## src/rtl/lidar_follow_gap_heading_defines.svh

```systemverilog
// ----------------------------------------------------------------------------
// lidar_follow_gap_heading_defines.svh
// Assertion macros for the follow-the-gap heading block.
// ----------------------------------------------------------------------------
`ifndef LIDAR_FOLLOW_GAP_HEADING_DEFINES_SVH
`define LIDAR_FOLLOW_GAP_HEADING_DEFINES_SVH

`ifndef SYNTHESIS

// Same-cycle implication, checked on every clock edge out of reset.
`define LFGH_ASSERT_NOW(name, ante, cons) \
    name: assert property (@(posedge clk) disable iff (!rst_n) (ante) |-> (cons)) \
        else $error("lfgh assertion failed");

// Next-cycle implication, checked on every clock edge out of reset.
`define LFGH_ASSERT_NEXT(name, ante, cons) \
    name: assert property (@(posedge clk) disable iff (!rst_n) (ante) |=> (cons)) \
        else $error("lfgh assertion failed");

`else

`define LFGH_ASSERT_NOW(name, ante, cons)
`define LFGH_ASSERT_NEXT(name, ante, cons)

`endif

`endif

```

## src/rtl/lfgh_pkg.sv

```systemverilog
// ----------------------------------------------------------------------------
// lfgh_pkg
// Widths, constants and register codes of the follow-the-gap heading block.
// ----------------------------------------------------------------------------
`timescale 1ns / 1ps

package lfgh_pkg;

    // Largest scan supported by the beam index fields
    localparam int unsigned MAX_BEAMS = 2048;
    localparam int unsigned FIELD_CAP = 2048;
    localparam int unsigned SCAN_CAP  = (MAX_BEAMS < FIELD_CAP) ? MAX_BEAMS : FIELD_CAP;

    // Field widths
    localparam int unsigned IDX_W    = 11;   // beam index
    localparam int unsigned POS_W    = 12;   // beam index or one past it
    localparam int unsigned RANGE_W  = 16;
    localparam int unsigned WHALF_W  = 8;
    localparam int unsigned WCNT_W   = 9;    // up to 2 * 255 + 1 beams
    localparam int unsigned TOTAL_W  = 25;
    localparam int unsigned ANGLE_W  = 23;
    localparam int unsigned STEP_W   = 17;
    localparam int unsigned PROD_W   = POS_W + STEP_W;
    localparam int unsigned SUM_W    = PROD_W + 2;
    localparam int unsigned CFG_W    = 23;
    localparam int unsigned CFG_IDX_W = 3;

    // Heading saturation, microradians
    localparam int signed PI_URAD = 3141593;

    // Register reset values
    localparam logic [POS_W-1:0]          RST_SCAN_LENGTH = 12'd1080;
    localparam logic [RANGE_W-1:0]        RST_CLIP_LIMIT  = 16'd3000;
    localparam logic [RANGE_W-1:0]        RST_GAP_THR     = 16'd1500;
    localparam logic [RANGE_W-1:0]        RST_DETECT_THR  = 16'd1500;
    localparam logic [WHALF_W-1:0]        RST_WIN_HALF    = 8'd35;
    localparam logic signed [ANGLE_W-1:0] RST_ANGLE_MIN   = -23'sd2356194;
    localparam logic [STEP_W-1:0]         RST_ANGLE_STEP  = 17'd4363;

    // Configuration register indexes
    typedef enum logic [CFG_IDX_W-1:0] {
        CFG_SCAN_LENGTH = 3'd0,
        CFG_CLIP_LIMIT  = 3'd1,
        CFG_GAP_THR     = 3'd2,
        CFG_DETECT_THR  = 3'd3,
        CFG_WIN_HALF    = 3'd4,
        CFG_ANGLE_MIN   = 3'd5,
        CFG_ANGLE_STEP  = 3'd6
    } cfg_index_t;

endpackage

```

## src/rtl/lidar_follow_gap_heading.sv

```systemverilog
// ----------------------------------------------------------------------------
// lidar_follow_gap_heading
// Follow-the-gap steering from a stream of lidar ranges.
//
// Input channel: one beam range per beat (in_valid / in_stall), beams of a
// scan in order. Output channel: one result beat per scan (out_valid /
// out_stall), carrying gap bounds, midpoint index, heading and obstacle flag.
// Configuration: cfg_wr_en writes cfg_data into register cfg_index; write
// only while the block is idle.
// Throughput: one beam per cycle while in_stall is low; the per-beam run and
// window update closes combinationally off the input register.
// The result of a scan passes the input register, gap close, midpoint,
// multiply and saturate stages after its last beam is taken.
// Reset: all scan state and the obstacle flag clear; registers take their
// defaults. A stalled result holds on the ports; beams keep flowing until the
// last beam of a scan finds the internal result stages full, then in_stall rises.
// ----------------------------------------------------------------------------
`timescale 1ns / 1ps

`include "lidar_follow_gap_heading_defines.svh"

module lidar_follow_gap_heading
    import lfgh_pkg::*;
(
    input  logic                      clk,
    input  logic                      rst_n,

    input  logic                      cfg_wr_en,
    input  logic [CFG_IDX_W-1:0]      cfg_index,
    input  logic [CFG_W-1:0]          cfg_data,

    input  logic                      in_valid,
    output logic                      in_stall,
    input  logic [RANGE_W-1:0]        beam_range_mm,

    output logic                      out_valid,
    input  logic                      out_stall,
    output logic signed [ANGLE_W-1:0] heading_urad,
    output logic [POS_W-1:0]          target_index,
    output logic [IDX_W-1:0]          largest_gap_start,
    output logic [POS_W-1:0]          largest_gap_end,
    output logic                      obstacle_seen
);

    // ------------------------------------------------------------------
    // Configuration registers
    // ------------------------------------------------------------------
    logic [POS_W-1:0]          scan_length_reg;
    logic [RANGE_W-1:0]        clip_limit_reg;
    logic [RANGE_W-1:0]        gap_thr_reg;
    logic [RANGE_W-1:0]        detect_thr_reg;
    logic [WHALF_W-1:0]        win_half_reg;
    logic signed [ANGLE_W-1:0] angle_min_reg;
    logic [STEP_W-1:0]         angle_step_reg;

    // Decode register writes
    always_ff @(posedge clk or negedge rst_n)
    begin
        if (!rst_n)
        begin
            scan_length_reg <= RST_SCAN_LENGTH;
            clip_limit_reg  <= RST_CLIP_LIMIT;
            gap_thr_reg     <= RST_GAP_THR;
            detect_thr_reg  <= RST_DETECT_THR;
            win_half_reg    <= RST_WIN_HALF;
            angle_min_reg   <= RST_ANGLE_MIN;
            angle_step_reg  <= RST_ANGLE_STEP;
        end
        else if (cfg_wr_en)
        begin
            unique case (cfg_index_t'(cfg_index))
                CFG_SCAN_LENGTH: scan_length_reg <= cfg_data[POS_W-1:0];
                CFG_CLIP_LIMIT:  clip_limit_reg  <= cfg_data[RANGE_W-1:0];
                CFG_GAP_THR:     gap_thr_reg     <= cfg_data[RANGE_W-1:0];
                CFG_DETECT_THR:  detect_thr_reg  <= cfg_data[RANGE_W-1:0];
                CFG_WIN_HALF:    win_half_reg    <= cfg_data[WHALF_W-1:0];
                CFG_ANGLE_MIN:   angle_min_reg   <= signed'(cfg_data[ANGLE_W-1:0]);
                CFG_ANGLE_STEP:  angle_step_reg  <= cfg_data[STEP_W-1:0];
                default:         ;
            endcase
        end
    end

    // ------------------------------------------------------------------
    // Scan geometry from the registers
    // ------------------------------------------------------------------
    localparam logic [POS_W-1:0] SCAN_CAP_V = POS_W'(SCAN_CAP);

    logic [POS_W-1:0]   len_eff;
    logic [IDX_W-1:0]   mid;
    logic [IDX_W-1:0]   win_lo;
    logic [POS_W:0]     win_hi_raw;
    logic [POS_W-1:0]   win_hi;
    logic [POS_W-1:0]   win_span;
    logic [TOTAL_W-1:0] detect_prod_reg;

    // Clamp the scan length and place the window around the middle beam
    always_comb
    begin
        if (scan_length_reg == '0)
            len_eff = POS_W'(1);
        else if (scan_length_reg > SCAN_CAP_V)
            len_eff = SCAN_CAP_V;
        else
            len_eff = scan_length_reg;

        mid = len_eff[POS_W-1:1];

        if (mid >= IDX_W'(win_half_reg))
            win_lo = mid - IDX_W'(win_half_reg);
        else
            win_lo = '0;

        win_hi_raw = (POS_W+1)'(mid) + (POS_W+1)'(win_half_reg) + (POS_W+1)'(1);
        if (win_hi_raw > (POS_W+1)'(len_eff))
            win_hi = len_eff;
        else
            win_hi = win_hi_raw[POS_W-1:0];

        win_span = win_hi - POS_W'(win_lo);
    end

    // Hold the detection limit: threshold times beams in the window
    always_ff @(posedge clk)
    begin
        detect_prod_reg <= TOTAL_W'(detect_thr_reg * win_span[WCNT_W-1:0]);
    end

    // ------------------------------------------------------------------
    // Pipeline valid bits and flow control
    // ------------------------------------------------------------------
    logic in_valid_reg;
    logic a_valid_reg;
    logic b_valid_reg;
    logic c_valid_reg;
    logic out_valid_reg;

    logic out_ready;
    logic c_ready;
    logic b_ready;
    logic a_ready;
    logic in_ready;
    logic proc;

    assign out_ready = !out_valid_reg || !out_stall;
    assign c_ready   = !c_valid_reg || out_ready;
    assign b_ready   = !b_valid_reg || c_ready;
    assign a_ready   = !a_valid_reg || b_ready;
    assign in_ready  = !in_valid_reg || proc;
    assign in_stall  = !in_ready;

    // ------------------------------------------------------------------
    // Per-beam scan state
    // ------------------------------------------------------------------
    logic [RANGE_W-1:0] in_range_reg;
    logic [IDX_W-1:0]   beam_counter_reg, beam_counter_next;
    logic               run_open_reg, run_open_next;
    logic [IDX_W-1:0]   run_begin_reg, run_begin_next;
    logic [IDX_W-1:0]   best_begin_reg, best_begin_next;
    logic [POS_W-1:0]   best_finish_reg, best_finish_next;
    logic [POS_W-1:0]   best_length_reg, best_length_next;
    logic [TOTAL_W-1:0] window_total_reg, window_total_next;
    logic               obstacle_latch_reg, obstacle_latch_next;

    logic [RANGE_W-1:0] clipped;
    logic               above;
    logic [POS_W-1:0]   beam_pos;
    logic               last_beam;
    logic               close_en;
    logic [IDX_W-1:0]   close_begin;
    logic [POS_W-1:0]   close_finish;
    logic [POS_W-1:0]   close_len;
    logic               better;
    logic [IDX_W-1:0]   cand_begin;
    logic [POS_W-1:0]   cand_finish;
    logic [POS_W-1:0]   cand_length;
    logic               in_window;
    logic [TOTAL_W-1:0] total_new;

    // Clip, track the run and accumulate the window
    always_comb
    begin
        clipped   = (in_range_reg > clip_limit_reg) ? clip_limit_reg : in_range_reg;
        above     = clipped > gap_thr_reg;
        beam_pos  = POS_W'(beam_counter_reg);
        last_beam = (beam_pos + POS_W'(1)) >= len_eff;

        // A run closes on a low beam, or at the scan end if still high
        close_en     = (run_open_reg && !above) || (last_beam && above);
        close_begin  = run_open_reg ? run_begin_reg : beam_counter_reg;
        close_finish = above ? beam_pos + POS_W'(1) : beam_pos;
        close_len    = close_finish - POS_W'(close_begin);
        better       = close_en && (close_len > best_length_reg);

        cand_begin  = better ? close_begin  : best_begin_reg;
        cand_finish = better ? close_finish : best_finish_reg;
        cand_length = better ? close_len    : best_length_reg;

        in_window = (beam_pos >= POS_W'(win_lo)) && (beam_pos < win_hi);
        total_new = window_total_reg + (in_window ? TOTAL_W'(in_range_reg) : '0);

        proc = in_valid_reg && (!last_beam || a_ready);
    end

    // Advance the scan state or clear it after the last beam
    always_comb
    begin
        beam_counter_next = beam_counter_reg;
        run_open_next     = run_open_reg;
        run_begin_next    = run_begin_reg;
        best_begin_next   = best_begin_reg;
        best_finish_next  = best_finish_reg;
        best_length_next  = best_length_reg;
        window_total_next = window_total_reg;

        if (proc)
        begin
            if (last_beam)
            begin
                beam_counter_next = '0;
                run_open_next     = 1'b0;
                run_begin_next    = '0;
                best_begin_next   = '0;
                best_finish_next  = '0;
                best_length_next  = '0;
                window_total_next = '0;
            end
            else
            begin
                beam_counter_next = beam_counter_reg + IDX_W'(1);
                run_open_next     = above;
                run_begin_next    = (above && !run_open_reg) ? beam_counter_reg
                                                             : run_begin_reg;
                best_begin_next   = cand_begin;
                best_finish_next  = cand_finish;
                best_length_next  = cand_length;
                window_total_next = total_new;
            end
        end
    end

    // ------------------------------------------------------------------
    // Result stages
    // ------------------------------------------------------------------
    logic [IDX_W-1:0]   a_begin_reg;
    logic [POS_W-1:0]   a_finish_reg;
    logic [TOTAL_W-1:0] a_total_reg;

    logic [IDX_W-1:0]   b_begin_reg;
    logic [POS_W-1:0]   b_finish_reg;
    logic [POS_W-1:0]   b_target_reg;
    logic               b_obstacle_reg;

    logic [IDX_W-1:0]   c_begin_reg;
    logic [POS_W-1:0]   c_finish_reg;
    logic [POS_W-1:0]   c_target_reg;
    logic               c_obstacle_reg;
    logic [PROD_W-1:0]  c_prod_reg;

    logic signed [ANGLE_W-1:0] out_heading_reg;
    logic [POS_W-1:0]          out_target_reg;
    logic [IDX_W-1:0]          out_begin_reg;
    logic [POS_W-1:0]          out_finish_reg;
    logic                      out_obstacle_reg;

    logic                      a_move;
    logic                      b_move;
    logic                      c_move;
    logic [POS_W-1:0]          target;
    logic                      below;
    logic signed [SUM_W-1:0]   heading_sum;
    logic signed [ANGLE_W-1:0] heading_sat;

    assign a_move = a_valid_reg && b_ready;
    assign b_move = b_valid_reg && c_ready;
    assign c_move = c_valid_reg && out_ready;

    // Midpoint, window compare and heading saturation
    always_comb
    begin
        target = POS_W'(a_begin_reg) + ((a_finish_reg - POS_W'(a_begin_reg)) >> 1);
        below  = a_total_reg < detect_prod_reg;
        obstacle_latch_next = obstacle_latch_reg || (a_move && below);

        heading_sum = SUM_W'(angle_min_reg) + signed'(SUM_W'(c_prod_reg));
        if (heading_sum > SUM_W'(PI_URAD))
            heading_sat = ANGLE_W'(PI_URAD);
        else if (heading_sum < -SUM_W'(PI_URAD))
            heading_sat = -ANGLE_W'(PI_URAD);
        else
            heading_sat = heading_sum[ANGLE_W-1:0];
    end

    // Control state
    always_ff @(posedge clk or negedge rst_n)
    begin
        if (!rst_n)
        begin
            in_valid_reg       <= 1'b0;
            a_valid_reg        <= 1'b0;
            b_valid_reg        <= 1'b0;
            c_valid_reg        <= 1'b0;
            out_valid_reg      <= 1'b0;
            beam_counter_reg   <= '0;
            run_open_reg       <= 1'b0;
            run_begin_reg      <= '0;
            best_begin_reg     <= '0;
            best_finish_reg    <= '0;
            best_length_reg    <= '0;
            window_total_reg   <= '0;
            obstacle_latch_reg <= 1'b0;
        end
        else
        begin
            if (in_ready)
                in_valid_reg <= in_valid;
            if (a_ready)
                a_valid_reg <= proc && last_beam;
            if (b_ready)
                b_valid_reg <= a_valid_reg;
            if (c_ready)
                c_valid_reg <= b_valid_reg;
            if (out_ready)
                out_valid_reg <= c_valid_reg;

            beam_counter_reg   <= beam_counter_next;
            run_open_reg       <= run_open_next;
            run_begin_reg      <= run_begin_next;
            best_begin_reg     <= best_begin_next;
            best_finish_reg    <= best_finish_next;
            best_length_reg    <= best_length_next;
            window_total_reg   <= window_total_next;
            obstacle_latch_reg <= obstacle_latch_next;
        end
    end

    // Payload registers
    always_ff @(posedge clk)
    begin
        if (in_valid && in_ready)
            in_range_reg <= beam_range_mm;

        if (proc && last_beam)
        begin
            a_begin_reg  <= cand_begin;
            a_finish_reg <= cand_finish;
            a_total_reg  <= total_new;
        end

        if (a_move)
        begin
            b_begin_reg    <= a_begin_reg;
            b_finish_reg   <= a_finish_reg;
            b_target_reg   <= target;
            b_obstacle_reg <= obstacle_latch_next;
        end

        if (b_move)
        begin
            c_begin_reg    <= b_begin_reg;
            c_finish_reg   <= b_finish_reg;
            c_target_reg   <= b_target_reg;
            c_obstacle_reg <= b_obstacle_reg;
            c_prod_reg     <= PROD_W'(b_target_reg * angle_step_reg);
        end

        if (c_move)
        begin
            out_heading_reg  <= heading_sat;
            out_target_reg   <= c_target_reg;
            out_begin_reg    <= c_begin_reg;
            out_finish_reg   <= c_finish_reg;
            out_obstacle_reg <= c_obstacle_reg;
        end
    end

    // Drive the result ports
    assign out_valid         = out_valid_reg;
    assign heading_urad      = out_heading_reg;
    assign target_index      = out_target_reg;
    assign largest_gap_start = out_begin_reg;
    assign largest_gap_end   = out_finish_reg;
    assign obstacle_seen     = out_obstacle_reg;

    // ------------------------------------------------------------------
    // Assertions
    // ------------------------------------------------------------------
    `LFGH_ASSERT_NOW(a_best_length_consistent, 1'b1, best_length_reg == best_finish_reg - POS_W'(best_begin_reg))
    `LFGH_ASSERT_NOW(a_run_begin_not_ahead, run_open_reg, run_begin_reg <= beam_counter_reg)
    `LFGH_ASSERT_NOW(a_gap_ordered, a_valid_reg, a_finish_reg >= POS_W'(a_begin_reg))
    `LFGH_ASSERT_NEXT(a_obstacle_sticky, obstacle_latch_reg, obstacle_latch_reg)

endmodule
```

## config.mk

```make
export PLATFORM = sky130hd
export DESIGN_NAME = lidar_follow_gap_heading
export DESIGN_NICKNAME = d
export VERILOG_FILES = /design/src/rtl/lfgh_pkg.sv /design/src/rtl/lidar_follow_gap_heading.sv
export VERILOG_INCLUDE_DIRS = /design/src /design/src/rtl
export SDC_FILE = /design/constraint.sdc
export NUM_CORES = 2
export LEC_CHECK = 0
export BUFFER_PORTS_ARGS = -buffer_cell sky130_fd_sc_hd__clkbuf_2
export CORE_ASPECT_RATIO = 1.4
export CORE_MARGIN = 2
export CORE_UTILIZATION = 64
export CTS_CLUSTER_DIAMETER = 80
export DETAILED_ROUTE_END_ITERATION = 8
export PLACE_DENSITY = 0.94
export SLEW_MARGIN = 20
export SYNTH_ARGS = -nofsm -noshare
export SYNTH_HDL_FRONTEND = slang
export SYNTH_SLANG_ARGS = --single-unit
export TNS_END_PERCENT = 100
```

## constraint.sdc

```tcl
create_clock -name clk -period 12.6 [get_ports clk]
set_input_delay 0.63 -clock clk [delete_from_list [all_inputs] [get_ports clk]]
set_output_delay 0.63 -clock clk [all_outputs]
set_load 0.02 [all_outputs]
```

==> results.py <==
metrics = {
    "detailed_routing": {
        "vias": 25489,
        "drtIter0Drc": 1828,
        "routed_wl_mm": 87.4,
        "drc": 0,
        "viasPerCell": 6.19,
        "dr.pass1.iters": 9,
        "wl_met2_mm": 44.5,
        "wl_met1_mm": 28.8,
        "postRouteAntennaNets": 0,
        "dr.max_layer_used": "met5",
        "wl_met3_mm": 7.28,
        "wire_per_inst_um": 21.2,
    },
    "cts": {
        "post_cts_resize_count": 0,
        "clock_latency_ns": 0.59,
        "clockRootBuffer": "clkbuf_16",
        "cts_tree": "yes",
        "clk_pin_slew_ns": 0.07,
        "cts_made_buffers": 47,
        "htreeDepth": 2,
        "post_cts_buffers": 0,
        "ctsHoldBuffers": 0,
        "clock-sinks": 446,
        "clockBufferDepth": 3,
    },
    "worst_setup_path": {
        "crit_top_cell": "a21oi_1",
        "worstPathRequired_ns": 13.11,
        "crit_slowest_cell": "fa_1",
        "max_stage_delay_ns": 0.57,
        "cp_max_fo": 16,
        "critPathKind": "reg2reg",
        "critPathArrivalTime_ns": 11.93,
        "critPathCaptureType": "flop",
        "cp-start-kind": "flop",
    },
    "yosys": {
        "yosys_warnings": 0,
        "synthesis.area_um2": 34200,
        "synth-edff-count": 224,
        "syn_inst": 3301,
        "synth_ff_type": "edfxtp_1",
        "ys_seq_elements": 446,
        "asyncSetResetFlopFracSynth": 0.442,
        "ys_seq_area_frac": 0.357,
        "synth_nets": 3929,
        "avgSynthCellArea_um2": 10.4,
        "synth_cell_types": 81,
    },
    "floorplanning": {
        "rows": 100,
        "dieArea_um2": 55400,
        "initial_utilization": 0.645,
        "fp.dieW_um": 199,
        "io_pins": 108,
        "core_um2": 53100,
        "die_h_um": 278,
    },
    "run_status": {
        "outcome": "complete, no violations",
    },
    "cells_and_area": {
        "fin_cells": 4120,
        "finalCoreUtilization": 0.699,
        "syn_to_final_growth_pct": 8.31,
        "largest_reg_flops": 29,
        "drive_above_1_share": 0.110,
        "nets": 3989,
        "fill_cells": 3458,
    },
    "timing": {
        "skew_ns": 0.0234,
        "drv_slew": 0,
        "setup_viol": 0,
        "tightestPinTransition_ns": 1.14,
        "period_share": 0.906,
        "fin_tns_setup_ns": 0,
        "finalHoldViolCount": 0,
        "fmax_mhz": 87.6,
        "rsz0062_at_grt": "no",
        "min_period_ns": 11.41,
        "slew_headroom": 0.233,
    },
    "grt": {
        "grt_pass1_wl_mm": 139,
        "first_global_vias": 27013,
        "grt_use_total": 0.324,
        "antenna_found_initial": 6,
        "overflow": 0,
        "grt_start_max_net_pins": 73,
    },
    "place": {
        "portBuffers": 107,
        "gp_congestion": 0.947,
        "dp.cells": 4026,
        "dp_hpwl_mm": 63.2,
    },
    "run": {
        "maxCapViolCount": 0,
    },
    "worst_hold_path": {
        "hold_path.class": "in2async",
    },
}
## critical path: cells and delay by family (launching register included)
kind                     cells  cell delay (ns)
adder cells (fa/ha/maj)      9             3.70
buffers and inverters        6             0.56
XOR/XNOR                     5             0.78
flip-flops                   1             0.51
AO/OA/AOI/OAI               25             4.81
AND/OR/NAND/NOR              6             1.01
## synthesized netlist by cell type, types with 4 or more instances
master	number	area, um2
inv_1	456	1710
nand2_1	340	1280
ha_1	326	4080
fa_1	255	5100
edfxtp_1	224	6730
and2_1	165	1030
dfrtp_1	154	3850
o21ai_0	128	641
a21oi_1	121	606
xnor2_1	115	1010
clkbuf_1	101	379
nor2_1	93	349
mux2_2	84	946
a21o_1	79	593
a22o_1	56	490
xor2_1	46	403
dfstp_2	43	1130
nor2b_1	43	269
nand2b_1	38	238
nand3_1	38	190
nor3_1	31	155
o21bai_1	30	225
mux2i_1	29	290
o21ai_1	28	140
and3_1	26	163
dfxtp_1	25	500
nand4_1	20	125
a31oi_1	17	106
o21a_1	17	128
o2bb2ai_1	12	105
a21boi_0	11	82.6
nor4_1	11	68.8
a211oi_1	10	75.1
buf_2	10	50.1
a211o_1	8	70.1
a41oi_1	8	70.1
buf_1	8	30.0
a31o_2	7	61.3
or2_2	7	43.8
or3_1	7	43.8
o31ai_1	6	45.0
a2111oi_0	5	43.8
or4_1	5	37.5
nand4b_1	4	35.0
o211ai_1	4	30.0
## cells in the final DEF, fill, tap and decap left out, drive strengths merged, types with 31 or more instances in the layout
cell type,instances
inv,464
dfstp,43
nor2,93
edfxtp,224
mux2,84
xnor2,115
a21oi,123
ha,326
and2,166
a21o,79
clkbuf,161
o21ai,157
dfrtp,154
xor2,46
nand2,340
nand2b,38
fa,255
nor2b,43
nor3,31
nand3,39
o21bai,31
a22o,56
## per-layer routing
metal / track usage / up-vias
met2: 0.568 / 1365
met5: 0 / -
met3: 0.0596 / 494
met1: 0.355 / 12410
met4: 0.217 / 2
li1: - / 11218
## cell families after synthesis
logic type      Yosys count  synth area share
simple gates            838             0.120
buf+inv                 577            0.0641
flops                   446             0.357
xor+xnor                161            0.0412
compound gates          582             0.112
other cells               1          0.000110
fa+ha+maj               583             0.269
mux                     113            0.0361
## cell type report
cell class,instances,area [um2],area share
Inverter,456,1710,0.0462
Tap cell,714,893,0.0241
Sequential cell,446,12200,0.329
Multi-Input combinational cell,2278,19900,0.536
Timing Repair Buffer,132,732,0.0197
Antenna cell,6,15.0,0.000405
Clock inverter,34,388,0.0105
Clock buffer,54,1230,0.0333
## stage by stage
step,hold WS (ns),setup slack [ns],area (um2)
5_1_grt,0.116,0.566,37100
3_5_place_dp,0.405,1.46,35400
3_3_place_gp,0.401,1.75,35400
6_report,0.0685,1.19,37100
2_1_floorplan,0.334,2.32,34200
4_1_cts,0.0806,1.38,37000
## final timing paths
kind / start / to / slack, ns / depth (start not counted)
max: scan_length_reg[11]$_DFFE_PN0P_ / detect_prod_reg[24]$_DFF_P_ / 1.19 / 51
min: rst_n / angle_min_reg[7]$_DFFE_PN0P_ / 0.07 / 1
max reg2reg: scan_length_reg[11]$_DFFE_PN0P_ / detect_prod_reg[24]$_DFF_P_ / 1.19 / 51
min reg2reg: c_target_reg[4]$_DFFE_PP_ / target_index[4]$_DFFE_PP_ / 0.42 / 0
max in group asynchronous: rst_n / best_length_reg[7]$_DFFE_PN0P_ / 10.38 / 3
min in group clk: beam_range_mm[15] / in_range_reg[15]$_DFFE_PP_ / 0.22 / 1
Power is not shown: default switching activity piles up to over one toggle a cycle in this logic, so the estimate is an artifact.
